File: config.mk
export PLATFORM = sky130hd
export DESIGN_NAME = rotary_encoder_button_events_flat
export DESIGN_NICKNAME = d
export VERILOG_FILES = /design/src/rtl/reb_pkg.sv /design/src/rtl/reb_if.sv /design/src/rtl/reb_step_clamp.sv /design/src/rtl/rotary_encoder_button_events.sv /design/src/flat_wrapper.sv
export SDC_FILE = /design/constraint.sdc
export NUM_CORES = 1
export LEC_CHECK = 0
export BUFFER_PORTS_ARGS = -buffer_cell sky130_fd_sc_hd__buf_2
export CORE_MARGIN = 2
export CORE_UTILIZATION = 31
export CTS_BUF_LIST = sky130_fd_sc_hd__clkbuf_2
export DETAILED_ROUTE_END_ITERATION = 10
export GPL_TIMING_DRIVEN = 0
export PLACE_DENSITY = 0.46
export RECOVER_POWER = 100
export SYNTH_ARGS = -nofsm -noshare
export SYNTH_HDL_FRONTEND = slang
export SYNTH_SLANG_ARGS = --single-unit
File: constraint.sdc
create_clock -name clk -period 12.3 [get_ports clk]
set_clock_uncertainty 0.1 [all_clocks]
set_input_delay 2.46 -clock clk [delete_from_list [all_inputs] [get_ports clk]]
set_output_delay 2.46 -clock clk [all_outputs]
set_load 0.005 [all_outputs]
File: src/rtl/reb_pkg.sv
// Shared types and constants for the rotary encoder button event block.
`timescale 1ns / 1ps

package reb_pkg;

    localparam int OP_W    = 2;
    localparam int EVENT_W = 2;
    localparam int COUNT_W = 32;
    localparam int TICKS_W = 16;
    localparam int CFG_IDX_W  = 3;
    localparam int CFG_DATA_W = 32;

    typedef logic [OP_W-1:0]           op_t;
    typedef logic [EVENT_W-1:0]        event_t;
    typedef logic signed [COUNT_W-1:0] count_t;
    typedef logic [TICKS_W-1:0]        ticks_t;
    typedef logic [CFG_IDX_W-1:0]      cfg_idx_t;
    typedef logic [CFG_DATA_W-1:0]     cfg_data_t;

    // operations
    localparam op_t OP_TICK = 2'd0;
    localparam op_t OP_EDGE = 2'd1;
    localparam op_t OP_TAKE = 2'd2;

    // button events
    localparam event_t EV_NONE  = 2'd0;
    localparam event_t EV_CLICK = 2'd1;
    localparam event_t EV_LONG  = 2'd2;

    // register indexes
    localparam cfg_idx_t REG_LONG_PRESS_TICKS = 3'd0;
    localparam cfg_idx_t REG_RELEASED_STEP    = 3'd1;
    localparam cfg_idx_t REG_RELEASED_MIN     = 3'd2;
    localparam cfg_idx_t REG_RELEASED_MAX     = 3'd3;
    localparam cfg_idx_t REG_PRESSED_STEP     = 3'd4;
    localparam cfg_idx_t REG_PRESSED_MIN      = 3'd5;
    localparam cfg_idx_t REG_PRESSED_MAX      = 3'd6;

    // register reset values
    localparam ticks_t LONG_PRESS_RESET = 16'd800;
    localparam count_t STEP_RESET       = 32'sd1;
    localparam count_t COUNT_MIN        = 32'h8000_0000;
    localparam count_t COUNT_MAX        = 32'h7FFF_FFFF;

endpackage

File: src/rtl/reb_if.sv
// Request and result channel interfaces of the rotary encoder button event block.
`timescale 1ns / 1ps

interface reb_item_if;
    logic          valid;
    logic          ready;
    reb_pkg::op_t  op;
    logic          button_down;
    logic          dir_cw;

    modport source (output valid, output op, output button_down, output dir_cw,
                    input ready);
    modport sink   (input valid, input op, input button_down, input dir_cw,
                    output ready);
endinterface

interface reb_result_if;
    logic             valid;
    logic             ready;
    reb_pkg::event_t  event_res;
    reb_pkg::count_t  released_count;
    reb_pkg::count_t  pressed_count;

    modport source (output valid, output event_res, output released_count,
                    output pressed_count, input ready);
    modport sink   (input valid, input event_res, input released_count,
                    input pressed_count, output ready);
endinterface

File: src/rtl/reb_step_clamp.sv
// Exact counter step followed by clamping to a min/max range.
`timescale 1ns / 1ps

module reb_step_clamp (
    input  reb_pkg::count_t cur,
    input  reb_pkg::count_t step,
    input  logic            cw,
    input  reb_pkg::count_t lo,
    input  reb_pkg::count_t hi,
    output reb_pkg::count_t result
);
    import reb_pkg::*;

    localparam int SUM_W = COUNT_W + 2;

    logic signed [SUM_W-1:0] cur_x;
    logic signed [SUM_W-1:0] step_x;
    logic signed [SUM_W-1:0] lo_x;
    logic signed [SUM_W-1:0] hi_x;
    logic signed [SUM_W-1:0] sum;
    logic signed [SUM_W-1:0] clamped;

    assign cur_x  = SUM_W'(cur);
    assign step_x = SUM_W'(step);
    assign lo_x   = SUM_W'(lo);
    assign hi_x   = SUM_W'(hi);

    always_comb
    begin
        sum = cw ? (cur_x + step_x) : (cur_x - step_x);
        clamped = sum;
        if (clamped > hi_x)
        begin
            clamped = hi_x;
        end
        // inverted range ends at min
        if (clamped < lo_x)
        begin
            clamped = lo_x;
        end
    end

    assign result = count_t'(clamped[COUNT_W-1:0]);

endmodule

File: src/rtl/rotary_encoder_button_events.sv
// Top level of the rotary encoder button event block.
`timescale 1ns / 1ps

// Takes one request per clock: a 1 ms tick with the button level, a rotation
// edge with button level and direction, or a take-event request. Every request
// gives exactly one result, carrying the taken event (take requests only) and
// both counters after the request. All work is done in the accepting cycle and
// lands in a single result register, so the block sustains one request per
// cycle and the result is registered; a request is taken whenever the result
// register is empty or is being drained in the same cycle. Configuration
// writes through cfg_we/cfg_index/cfg_data are meant for idle periods only.
module rotary_encoder_button_events #(
    parameter int TICK_WIDTH = 16
) (
    input  logic               clk,
    input  logic               rst_n,
    input  logic               cfg_we,
    input  reb_pkg::cfg_idx_t  cfg_index,
    input  reb_pkg::cfg_data_t cfg_data,
    reb_item_if.sink           item,
    reb_result_if.source       result
);
    import reb_pkg::*;

    localparam logic [1:0] PH_IDLE     = 2'd0;
    localparam logic [1:0] PH_PRESSING = 2'd1;
    localparam logic [1:0] PH_LONG     = 2'd2;
    localparam logic [1:0] PH_ROTATED  = 2'd3;

    localparam int CMP_W = (TICK_WIDTH > TICKS_W) ? TICK_WIDTH : TICKS_W;
    localparam logic [TICK_WIDTH-1:0] HOLD_MAX = {TICK_WIDTH{1'b1}};

    // configuration
    ticks_t long_press_ticks_reg;
    count_t released_step_reg, released_min_reg, released_max_reg;
    count_t pressed_step_reg, pressed_min_reg, pressed_max_reg;

    // button and counter state
    logic [1:0]            phase_reg, phase_next;
    logic [TICK_WIDTH-1:0] hold_reg, hold_next;
    logic [TICK_WIDTH-1:0] hold_inc;
    logic                  turned_reg, turned_next;
    event_t                pending_reg, pending_next;
    count_t                released_reg, released_next;
    count_t                pressed_reg, pressed_next;
    count_t                released_stepped, pressed_stepped;
    event_t                event_next;

    // result register
    logic   out_valid_reg;
    event_t out_event_reg;
    count_t out_released_reg;
    count_t out_pressed_reg;

    logic accept;

    assign item.ready = !out_valid_reg || result.ready;
    assign accept     = item.valid && item.ready;

    always_ff @(posedge clk or negedge rst_n)
    begin
        if (!rst_n)
        begin
            long_press_ticks_reg <= LONG_PRESS_RESET;
            released_step_reg    <= STEP_RESET;
            released_min_reg     <= COUNT_MIN;
            released_max_reg     <= COUNT_MAX;
            pressed_step_reg     <= STEP_RESET;
            pressed_min_reg      <= COUNT_MIN;
            pressed_max_reg      <= COUNT_MAX;
        end
        else if (cfg_we)
        begin
            unique case (cfg_index)
                REG_LONG_PRESS_TICKS: long_press_ticks_reg <= cfg_data[TICKS_W-1:0];
                REG_RELEASED_STEP:    released_step_reg    <= count_t'(cfg_data);
                REG_RELEASED_MIN:     released_min_reg     <= count_t'(cfg_data);
                REG_RELEASED_MAX:     released_max_reg     <= count_t'(cfg_data);
                REG_PRESSED_STEP:     pressed_step_reg     <= count_t'(cfg_data);
                REG_PRESSED_MIN:      pressed_min_reg      <= count_t'(cfg_data);
                REG_PRESSED_MAX:      pressed_max_reg      <= count_t'(cfg_data);
                default: ;
            endcase
        end
    end

    reb_step_clamp u_released_clamp (
        .cur    (released_reg),
        .step   (released_step_reg),
        .cw     (item.dir_cw),
        .lo     (released_min_reg),
        .hi     (released_max_reg),
        .result (released_stepped)
    );

    reb_step_clamp u_pressed_clamp (
        .cur    (pressed_reg),
        .step   (pressed_step_reg),
        .cw     (item.dir_cw),
        .lo     (pressed_min_reg),
        .hi     (pressed_max_reg),
        .result (pressed_stepped)
    );

    assign hold_inc = (hold_reg != HOLD_MAX) ? (hold_reg + 1'b1) : hold_reg;

    always_comb
    begin
        phase_next    = phase_reg;
        hold_next     = hold_reg;
        turned_next   = turned_reg;
        pending_next  = pending_reg;
        released_next = released_reg;
        pressed_next  = pressed_reg;
        event_next    = EV_NONE;

        unique case (item.op)
            OP_TICK:
            begin
                unique case (phase_reg)
                    PH_IDLE:
                    begin
                        if (item.button_down)
                        begin
                            phase_next  = PH_PRESSING;
                            hold_next   = '0;
                            turned_next = 1'b0;
                        end
                    end
                    PH_PRESSING:
                    begin
                        if (!item.button_down)
                        begin
                            if (!turned_reg)
                            begin
                                pending_next = EV_CLICK;
                            end
                            phase_next = PH_IDLE;
                        end
                        else
                        begin
                            hold_next = hold_inc;
                            if (CMP_W'(hold_inc) >= CMP_W'(long_press_ticks_reg))
                            begin
                                phase_next   = PH_LONG;
                                pending_next = EV_LONG;
                            end
                        end
                    end
                    default:
                    begin
                        if (!item.button_down)
                        begin
                            phase_next = PH_IDLE;
                        end
                    end
                endcase
            end
            OP_EDGE:
            begin
                if (item.button_down)
                begin
                    turned_next  = 1'b1;
                    phase_next   = PH_ROTATED;
                    pressed_next = pressed_stepped;
                end
                else
                begin
                    released_next = released_stepped;
                end
            end
            OP_TAKE:
            begin
                event_next   = pending_reg;
                pending_next = EV_NONE;
            end
            default: ;
        endcase
    end

    always_ff @(posedge clk or negedge rst_n)
    begin
        if (!rst_n)
        begin
            phase_reg     <= PH_IDLE;
            hold_reg      <= '0;
            turned_reg    <= 1'b0;
            pending_reg   <= EV_NONE;
            released_reg  <= '0;
            pressed_reg   <= '0;
            out_valid_reg <= 1'b0;
        end
        else
        begin
            if (accept)
            begin
                phase_reg     <= phase_next;
                hold_reg      <= hold_next;
                turned_reg    <= turned_next;
                pending_reg   <= pending_next;
                released_reg  <= released_next;
                pressed_reg   <= pressed_next;
                out_valid_reg <= 1'b1;
            end
            else if (result.ready)
            begin
                out_valid_reg <= 1'b0;
            end
        end
    end

    always_ff @(posedge clk)
    begin
        if (accept)
        begin
            out_event_reg    <= event_next;
            out_released_reg <= released_next;
            out_pressed_reg  <= pressed_next;
        end
    end

    assign result.valid          = out_valid_reg;
    assign result.event_res      = out_event_reg;
    assign result.released_count = out_released_reg;
    assign result.pressed_count  = out_pressed_reg;

endmodule
File: src/flat_wrapper.sv
// flat-port wrapper written by rule: the top's interface ports become plain ports
module rotary_encoder_button_events_flat import reb_pkg::*;
#(
    parameter int TICK_WIDTH = 16
)
  (clk, rst_n, cfg_we, cfg_index, cfg_data, item_valid, item_op, item_button_down, item_dir_cw, item_ready, result_valid, result_event_res, result_released_count, result_pressed_count, result_ready);
  reb_item_if item_i ();
  reb_result_if result_i ();
  input  logic clk;
  input  logic rst_n;
  input  logic cfg_we;
  input  reb_pkg::cfg_idx_t cfg_index;
  input  reb_pkg::cfg_data_t cfg_data;
  input wire logic [$bits(item_i.valid)-1:0] item_valid;
  input wire logic [$bits(item_i.op)-1:0] item_op;
  input wire logic [$bits(item_i.button_down)-1:0] item_button_down;
  input wire logic [$bits(item_i.dir_cw)-1:0] item_dir_cw;
  output wire logic [$bits(item_i.ready)-1:0] item_ready;
  output wire logic [$bits(result_i.valid)-1:0] result_valid;
  output wire logic [$bits(result_i.event_res)-1:0] result_event_res;
  output wire logic [$bits(result_i.released_count)-1:0] result_released_count;
  output wire logic [$bits(result_i.pressed_count)-1:0] result_pressed_count;
  input wire logic [$bits(result_i.ready)-1:0] result_ready;
  assign item_i.valid = item_valid;
  assign item_i.op = item_op;
  assign item_i.button_down = item_button_down;
  assign item_i.dir_cw = item_dir_cw;
  assign item_ready = item_i.ready;
  assign result_valid = result_i.valid;
  assign result_event_res = result_i.event_res;
  assign result_released_count = result_i.released_count;
  assign result_pressed_count = result_i.pressed_count;
  assign result_i.ready = result_ready;
  rotary_encoder_button_events #(.TICK_WIDTH(TICK_WIDTH)) u_core (.clk(clk), .rst_n(rst_n), .cfg_we(cfg_we), .cfg_index(cfg_index), .cfg_data(cfg_data), .item(item_i), .result(result_i));
endmodule
==> metrics.cfg, run 1 <==
[global_routing]
grt_max_degree = 108
grt_antenna_before_repair = 5
grt_overflow = 0
grt_pass1_wl_mm = 136.7
grt_util_all_layers_pct = 21.91
first_global_vias = 22090

[setup_path]
r2r_cells = 36
startpoint_type = flip-flop
critical_path_class = flip-flop to flip-flop
timing.rr.end = u_core.result.pressed_count[3]$_DFFE_PP_
crit_slowest_cell = or4_1
crit_path_max_incr_delay_ps = 610
r2r_start = u_core.pressed_step_reg[6]$_DFFE_PN0P_
end_kind = flip-flop
worstPathRequired_ps = 13100
arrival_ps = 12600
worstPathMaxFanout = 10
timing.critical_path.mode_cell = nand2_1
reg2reg_slack_ps = 500

[drt]
route.detailed.drc = 0
drt-vias-per-instance = 5.406
dr.pass1.iters = 6
num_vias = 22030
post_drt_wl_per_cell_um = 22.42
drt-initial-drc-count = 1606
drt-total-wl_mm = 91.37
antenna_left = 0

[timing]
hold_viol = 0
report.final.slew_viol_count = 295
worstMarginPinSlew_ps = 6272
fin_crit_sh_pct = 95.94
max_freq_ghz = 0.08474
maxSlewHeadroom_pct = -318.1
tns_ps = 0
rsz0062_at_grt = false
min_period_ps = 11800
setup_viol = 0

[floorplanning]
chipHeight_um = 288.0
core_sq_um = 80160
rows = 104
pin_count = 112
die_w_um = 288.0
dieArea_sq_um = 82930
initial_core_util_pct = 31.19

[logic_synthesis]
synth_top_area_share_pct = 22.52
synthCells = 2689
yosys-top-cells-area = dfrtp_1 (23%), ha_1 (11%), mux2_2 (8.1%)
yosysWarnings = 0
syn_area_per_cell_sq_um = 9.297
ys.flop_type = dfrtp_1
synth.distinct_cells = 93
syn_nets = 2952
synth-edff-count = 66
yosysMostFrequentCell = nand2_1
syn-cell-area_sq_um = 25000
async_flop_share_pct = 81.67
yosysSeqAreaShare_pct = 37.70
synth-seq-cells = 360
yosys.area.top_type = dfrtp_1
synth_common_cells = nand2_1 (308), dfrtp_1 (225), ha_1 (217)

[final_layout]
postLayoutCoreUtil_pct = 34.95
area_growth_pct = 12.07
layout-drive-gt1-share_pct = 18.79
nets = 3177
fin_cells = 4075

[clock_network]
cts_tree = built
cts_setup_buffers = 0
cts_buffers = 111
htreeDepth = 3
cts.sinks = 360
cts.clk_slew.worst_paths_ps = 90
clk_path_buf_depth = 3
cts_root_buffer = clkbuf_2
cts_hold_buf = 0
worstSkewPairLatency_ps = 1260

[flow_run]
drv_cap = 5

[status]
outcome = finished, violations left
violations = capacitance limit, slew limit

[worst_hold_path]
hold_path_startpoint = u_core.pending_reg[1]$_DFFE_PN0P_
hp-class = flip-flop to flip-flop
hold_path_depth = 1
hold-path-endpoint = u_core.pending_reg[1]$_DFFE_PN0P_

[placement]
port_buffers = 108
placedCellCount = 3863
dp_hpwl_mm = 69.83
place.gp.congestion = 0.9317

routing by layer:
layer  routed length [um]  GRT usage [%]  up-vias
li1                     -              -    10330
met1                40220          28.40    10800
met2                43740          37.24      716
met3                 4562          2.884      181
met4                 2823          7.850        2
met5                   12              0        -
logic make-up after synthesis:
kind of cell	count (synthesis)	share of synthesized area [%]
AOI/OAI and AO/OA	722	19.17
xor gates and xnor gates	123	4.309
adders and majority gates	219	11.02
buffers and inverters	337	5.245
DFF	360	37.70
muxes	208	9.224
and+or+nand+nor	720	13.33
what timing repair did:
action | 4_1_cts | 5_1_grt
pin swaps | 0 | 0
resized for setup | 8 | 19
setup endpoints to repair | 38 | 77
metrics by stage:
step           hold slack (ps)  worst slack (ps)  area, sq um
2_1_floorplan            361.3              2216        25000
3_3_place_gp             382.7             -1660        26870
3_5_place_dp             394.2             -1611        27020
4_1_cts                  413.8             79.37        28120
5_1_grt                  433.7             67.67        28020
6_report                 406.9             499.2        28020
critical path: cells and delay by family (launching register included):
kind,cells,cell delay (ps)
XOR/XNOR,2,400
adder cells (fa/ha/maj),3,1020
flip-flops,1,410
buffers and inverters,4,950
AO/OA/AOI/OAI,9,3290
multiplexers,1,250
AND/OR/NAND/NOR,17,5090
final cells by class:
cell class,count,area (sq um)
Multi-Input combinational cell,1992,14320
Fill cell,8438,52140
Antenna cell,3,7.507
Sequential cell,360,9425
Timing Repair Buffer,114,556.8
Clock inverter,42,231.5
Tap cell,1060,1326
Buffer,122,509.2
Inverter,213,800.8
Clock buffer,169,845.8
cell usage in the layout (no fill, tap or decap), types with 9 or more instances in the layout:
master and n:
dfrtp_1 225, nor2_1 167, ha_1 217, a32oi_1 10, a21oi_1 141, a21o_1 51
o41a_1 9, a31oi_1 20, o21a_1 27, a211oi_1 19, xnor2_1 52, o311ai_1 11
clkbuf_2 178, nor2b_1 11, nand2_1 309, mux2_2 177, mux2i_1 29, nand4_1 45
o211ai_1 60, dfstp_2 69, and3_1 11, o311ai_0 34, clkinv_1 26, buf_2 87
o21ai_0 205, nand2b_1 16, edfxtp_1 66, xor2_1 71, inv_1 212, clkbuf_1 131
nor3_1 39, nand3_1 39, clkinv_2 10, o31ai_1 33, and4_1 9, nor4_1 19
worst max path at each step:
| stage | startpoint | end |
|---|---|---|
| final | u_core.pressed_step_reg[6]$_DFFE_PN0P_ | u_core.result.pressed_count[3]$_DFFE_PP_ |
| after global routing | u_core.pressed_step_reg[6]$_DFFE_PN0P_ | u_core.result.pressed_count[0]$_DFFE_PP_ |
| after CTS | item_dir_cw | u_core.result.pressed_count[5]$_DFFE_PP_ |
| after detailed placement | item_dir_cw | u_core.result.released_count[31]$_DFFE_PP_ |
| after global placement | item_dir_cw | u_core.result.released_count[31]$_DFFE_PP_ |
| after floorplan | item_dir_cw | u_core.result.pressed_count[15]$_DFFE_PP_ |
Power of run 1 is not shown: default switching activity piles up to over one toggle a cycle in this logic, so the estimate is an artifact.
==> run 2, diff against run 1 <==
--- a/config.mk
+++ b/config.mk
@@ -11,6 +11,7 @@
 export CTS_BUF_LIST = sky130_fd_sc_hd__clkbuf_2
 export DETAILED_ROUTE_END_ITERATION = 10
 export GPL_TIMING_DRIVEN = 0
+export HOLD_SLACK_MARGIN = 0.03
 export PLACE_DENSITY = 0.46
 export RECOVER_POWER = 100
 export SYNTH_ARGS = -nofsm -noshare
==> constraint.sdc (replaced) <==
create_clock -name clk -period 12.3 [get_ports clk]
set_clock_uncertainty 0.1 [all_clocks]
set_input_delay 3.69 -clock clk [delete_from_list [all_inputs] [get_ports clk]]
set_output_delay 3.69 -clock clk [all_outputs]
set_load 0.005 [all_outputs]
==> metrics.cfg, run 2 (synthesized netlist as in run 1, its figures left out) <==
[floorplanning]
chipHeight_um = 288.0  ; unchanged
rows = 104  ; unchanged
die_w_um = 288.0  ; unchanged
initial_core_util_pct = 31.19  ; unchanged
pin_count = 112  ; unchanged
dieArea_sq_um = 82930  ; unchanged
core_sq_um = 80160  ; unchanged

[timing]
hold_viol = 0  ; unchanged
fin_crit_sh_pct = 98.31  ; +2.4 points
max_freq_ghz = 0.08270  ; -2.4%
worstMarginPinSlew_ps = 6281  ; +8.734 ps
maxSlewHeadroom_pct = -318.7  ; -0.58 points
setup_viol = 0  ; unchanged
report.final.slew_viol_count = 295  ; unchanged
min_period_ps = 12090  ; +291.2 ps

[clock_network]
clk_path_buf_depth = 3  ; unchanged
cts.clk_slew.worst_paths_ps = 90  ; about the same
htreeDepth = 3  ; unchanged
cts_root_buffer = clkbuf_2
worstSkewPairLatency_ps = 1240  ; -20 ps
cts.sinks = 360  ; unchanged
cts_tree = built
cts_buffers = 111  ; unchanged

[status]
outcome = finished, violations left
violations = capacitance limit, slew limit

[global_routing]
grt_util_all_layers_pct = 21.95  ; +0.048 points
grt_antenna_before_repair = 5  ; unchanged
grt_pass1_wl_mm = 137.0  ; +0.25%
grt_max_degree = 108  ; unchanged
first_global_vias = 22150  ; +0.31%
grt_overflow = 0  ; unchanged

[placement]
placed_area_sq_um = 27020  ; unchanged
dp_hpwl_mm = 69.83  ; unchanged
port_buffers = 108  ; unchanged
place.gp.congestion = 0.9317  ; unchanged

[final_layout]
final_common_cell = nand2_1
area_growth_pct = 13.11
nets = 3190  ; +0.41%
layout-drive-gt1-share_pct = 20.03  ; +1.2 points
final_cell_mix = nand2_1 (307), dfrtp_1 (225), ha_1 (217)
design_area_sq_um = 28280  ; +0.93%
postLayoutCoreUtil_pct = 35.28  ; +0.32 points

[drt]
drt-total-wl_mm = 91.44  ; about the same
post_drt_wl_per_cell_um = 22.37  ; -0.24%
route.detailed.drc = 0  ; unchanged
antenna_left = 0  ; unchanged
dr.pass1.iters = 8  ; +2
drt-initial-drc-count = 1651  ; +2.8%
drt-vias-per-instance = 5.381  ; -0.46%
num_vias = 22000  ; -0.15%

[flow_run]
drv_cap = 5  ; unchanged

[setup_path]
crit_slowest_cell = nor4_4
arrival_ps = 12900  ; +300 ps
r2r_cells = 35  ; -2.8%
worstPathRequired_ps = 13110  ; about the same
worstPathMaxFanout = 12  ; +2
startpoint_type = input port
end_kind = flip-flop
critical_path_class = input port to flip-flop
crit_path_max_incr_delay_ps = 480  ; -130 ps

[worst_hold_path]
hp-class = flip-flop to flip-flop
hold_path_depth = 1  ; unchanged

run 2: area by class of cell:
class	count	area [sq um]
repair buffers	127	654.4
clock inverters	42	231.5
fillers	8430	51880
flip-flops and latches	360	9425
multi-input cells	1992	14460
clock buffers	169	845.8
well taps	1060	1326
inverters	213	800.8
plain buffers	122	530.5
diodes	3	7.507
run 2: final timing paths:
path / start / end / slack [ps]
setup / recovery: item_dir_cw / u_core.result.pressed_count[3]$_DFFE_PP_ / 210
hold / removal: u_core.pending_reg[1]$_DFFE_PN0P_ / u_core.pending_reg[1]$_DFFE_PN0P_ / 410
setup reg to reg: u_core.pressed_step_reg[6]$_DFFE_PN0P_ / u_core.result.pressed_count[3]$_DFFE_PP_ / 1200
hold reg to reg: u_core.pending_reg[1]$_DFFE_PN0P_ / u_core.pending_reg[1]$_DFFE_PN0P_ / 410
max in group asynchronous: rst_n / u_core.pressed_min_reg[13]$_DFFE_PN0P_ / 1860
min in group asynchronous: rst_n / u_core.released_reg[18]$_DFFE_PN0P_ / 4960
run 2: metal layers:
| layer | track usage (%) | wire, um | up-vias |
|---|---|---|---|
| met5 | 0 | 12 | - |
| met4 | 7.811 | 2910 | 2 |
| met3 | 3.043 | 4589 | 182 |
| met2 | 37.37 | 43790 | 690 |
| met1 | 28.35 | 40140 | 10780 |
| li1 | - | - | 10340 |
run 2: worst max-delay path: cells and delay by family:
kind / cells / cell delay [ps]
compound gates: 10 / 3090
fa+ha+maj: 3 / 960
simple gates: 12 / 3060
mux: 1 / 240
xor+xnor: 2 / 410
buf+inv: 6 / 1420
run 2: repair_timing:
action / in CTS / in global routing
hold buffers: 0 / 0
gates resized for setup: 30 / 34
endpoints found under the hold margin: 0 / 0
pin swaps: 2 / 7
endpoints found under the setup margin: 128 / 123
setup buffers: 5 / 8
run 2: metrics by stage:
| step | TNS [ps] | std cells | worst slack (ps) | hold WS [ps] |
|---|---|---|---|---|
| 4_1_cts | 0 | 4077 | 12.81 | 413.8 |
| 3_3_place_gp | -300250 | 3857 | -2890 | 382.7 |
| 3_5_place_dp | -312490 | 3863 | -2841 | 394.2 |
| 5_1_grt | -73.74 | 4087 | -38.59 | 433.7 |
| 2_1_floorplan | 0 | 2689 | 986.4 | 361.3 |
| 6_report | 0 | 4088 | 208.0 | 409.3 |
Power of run 2 is left out for the same reason.
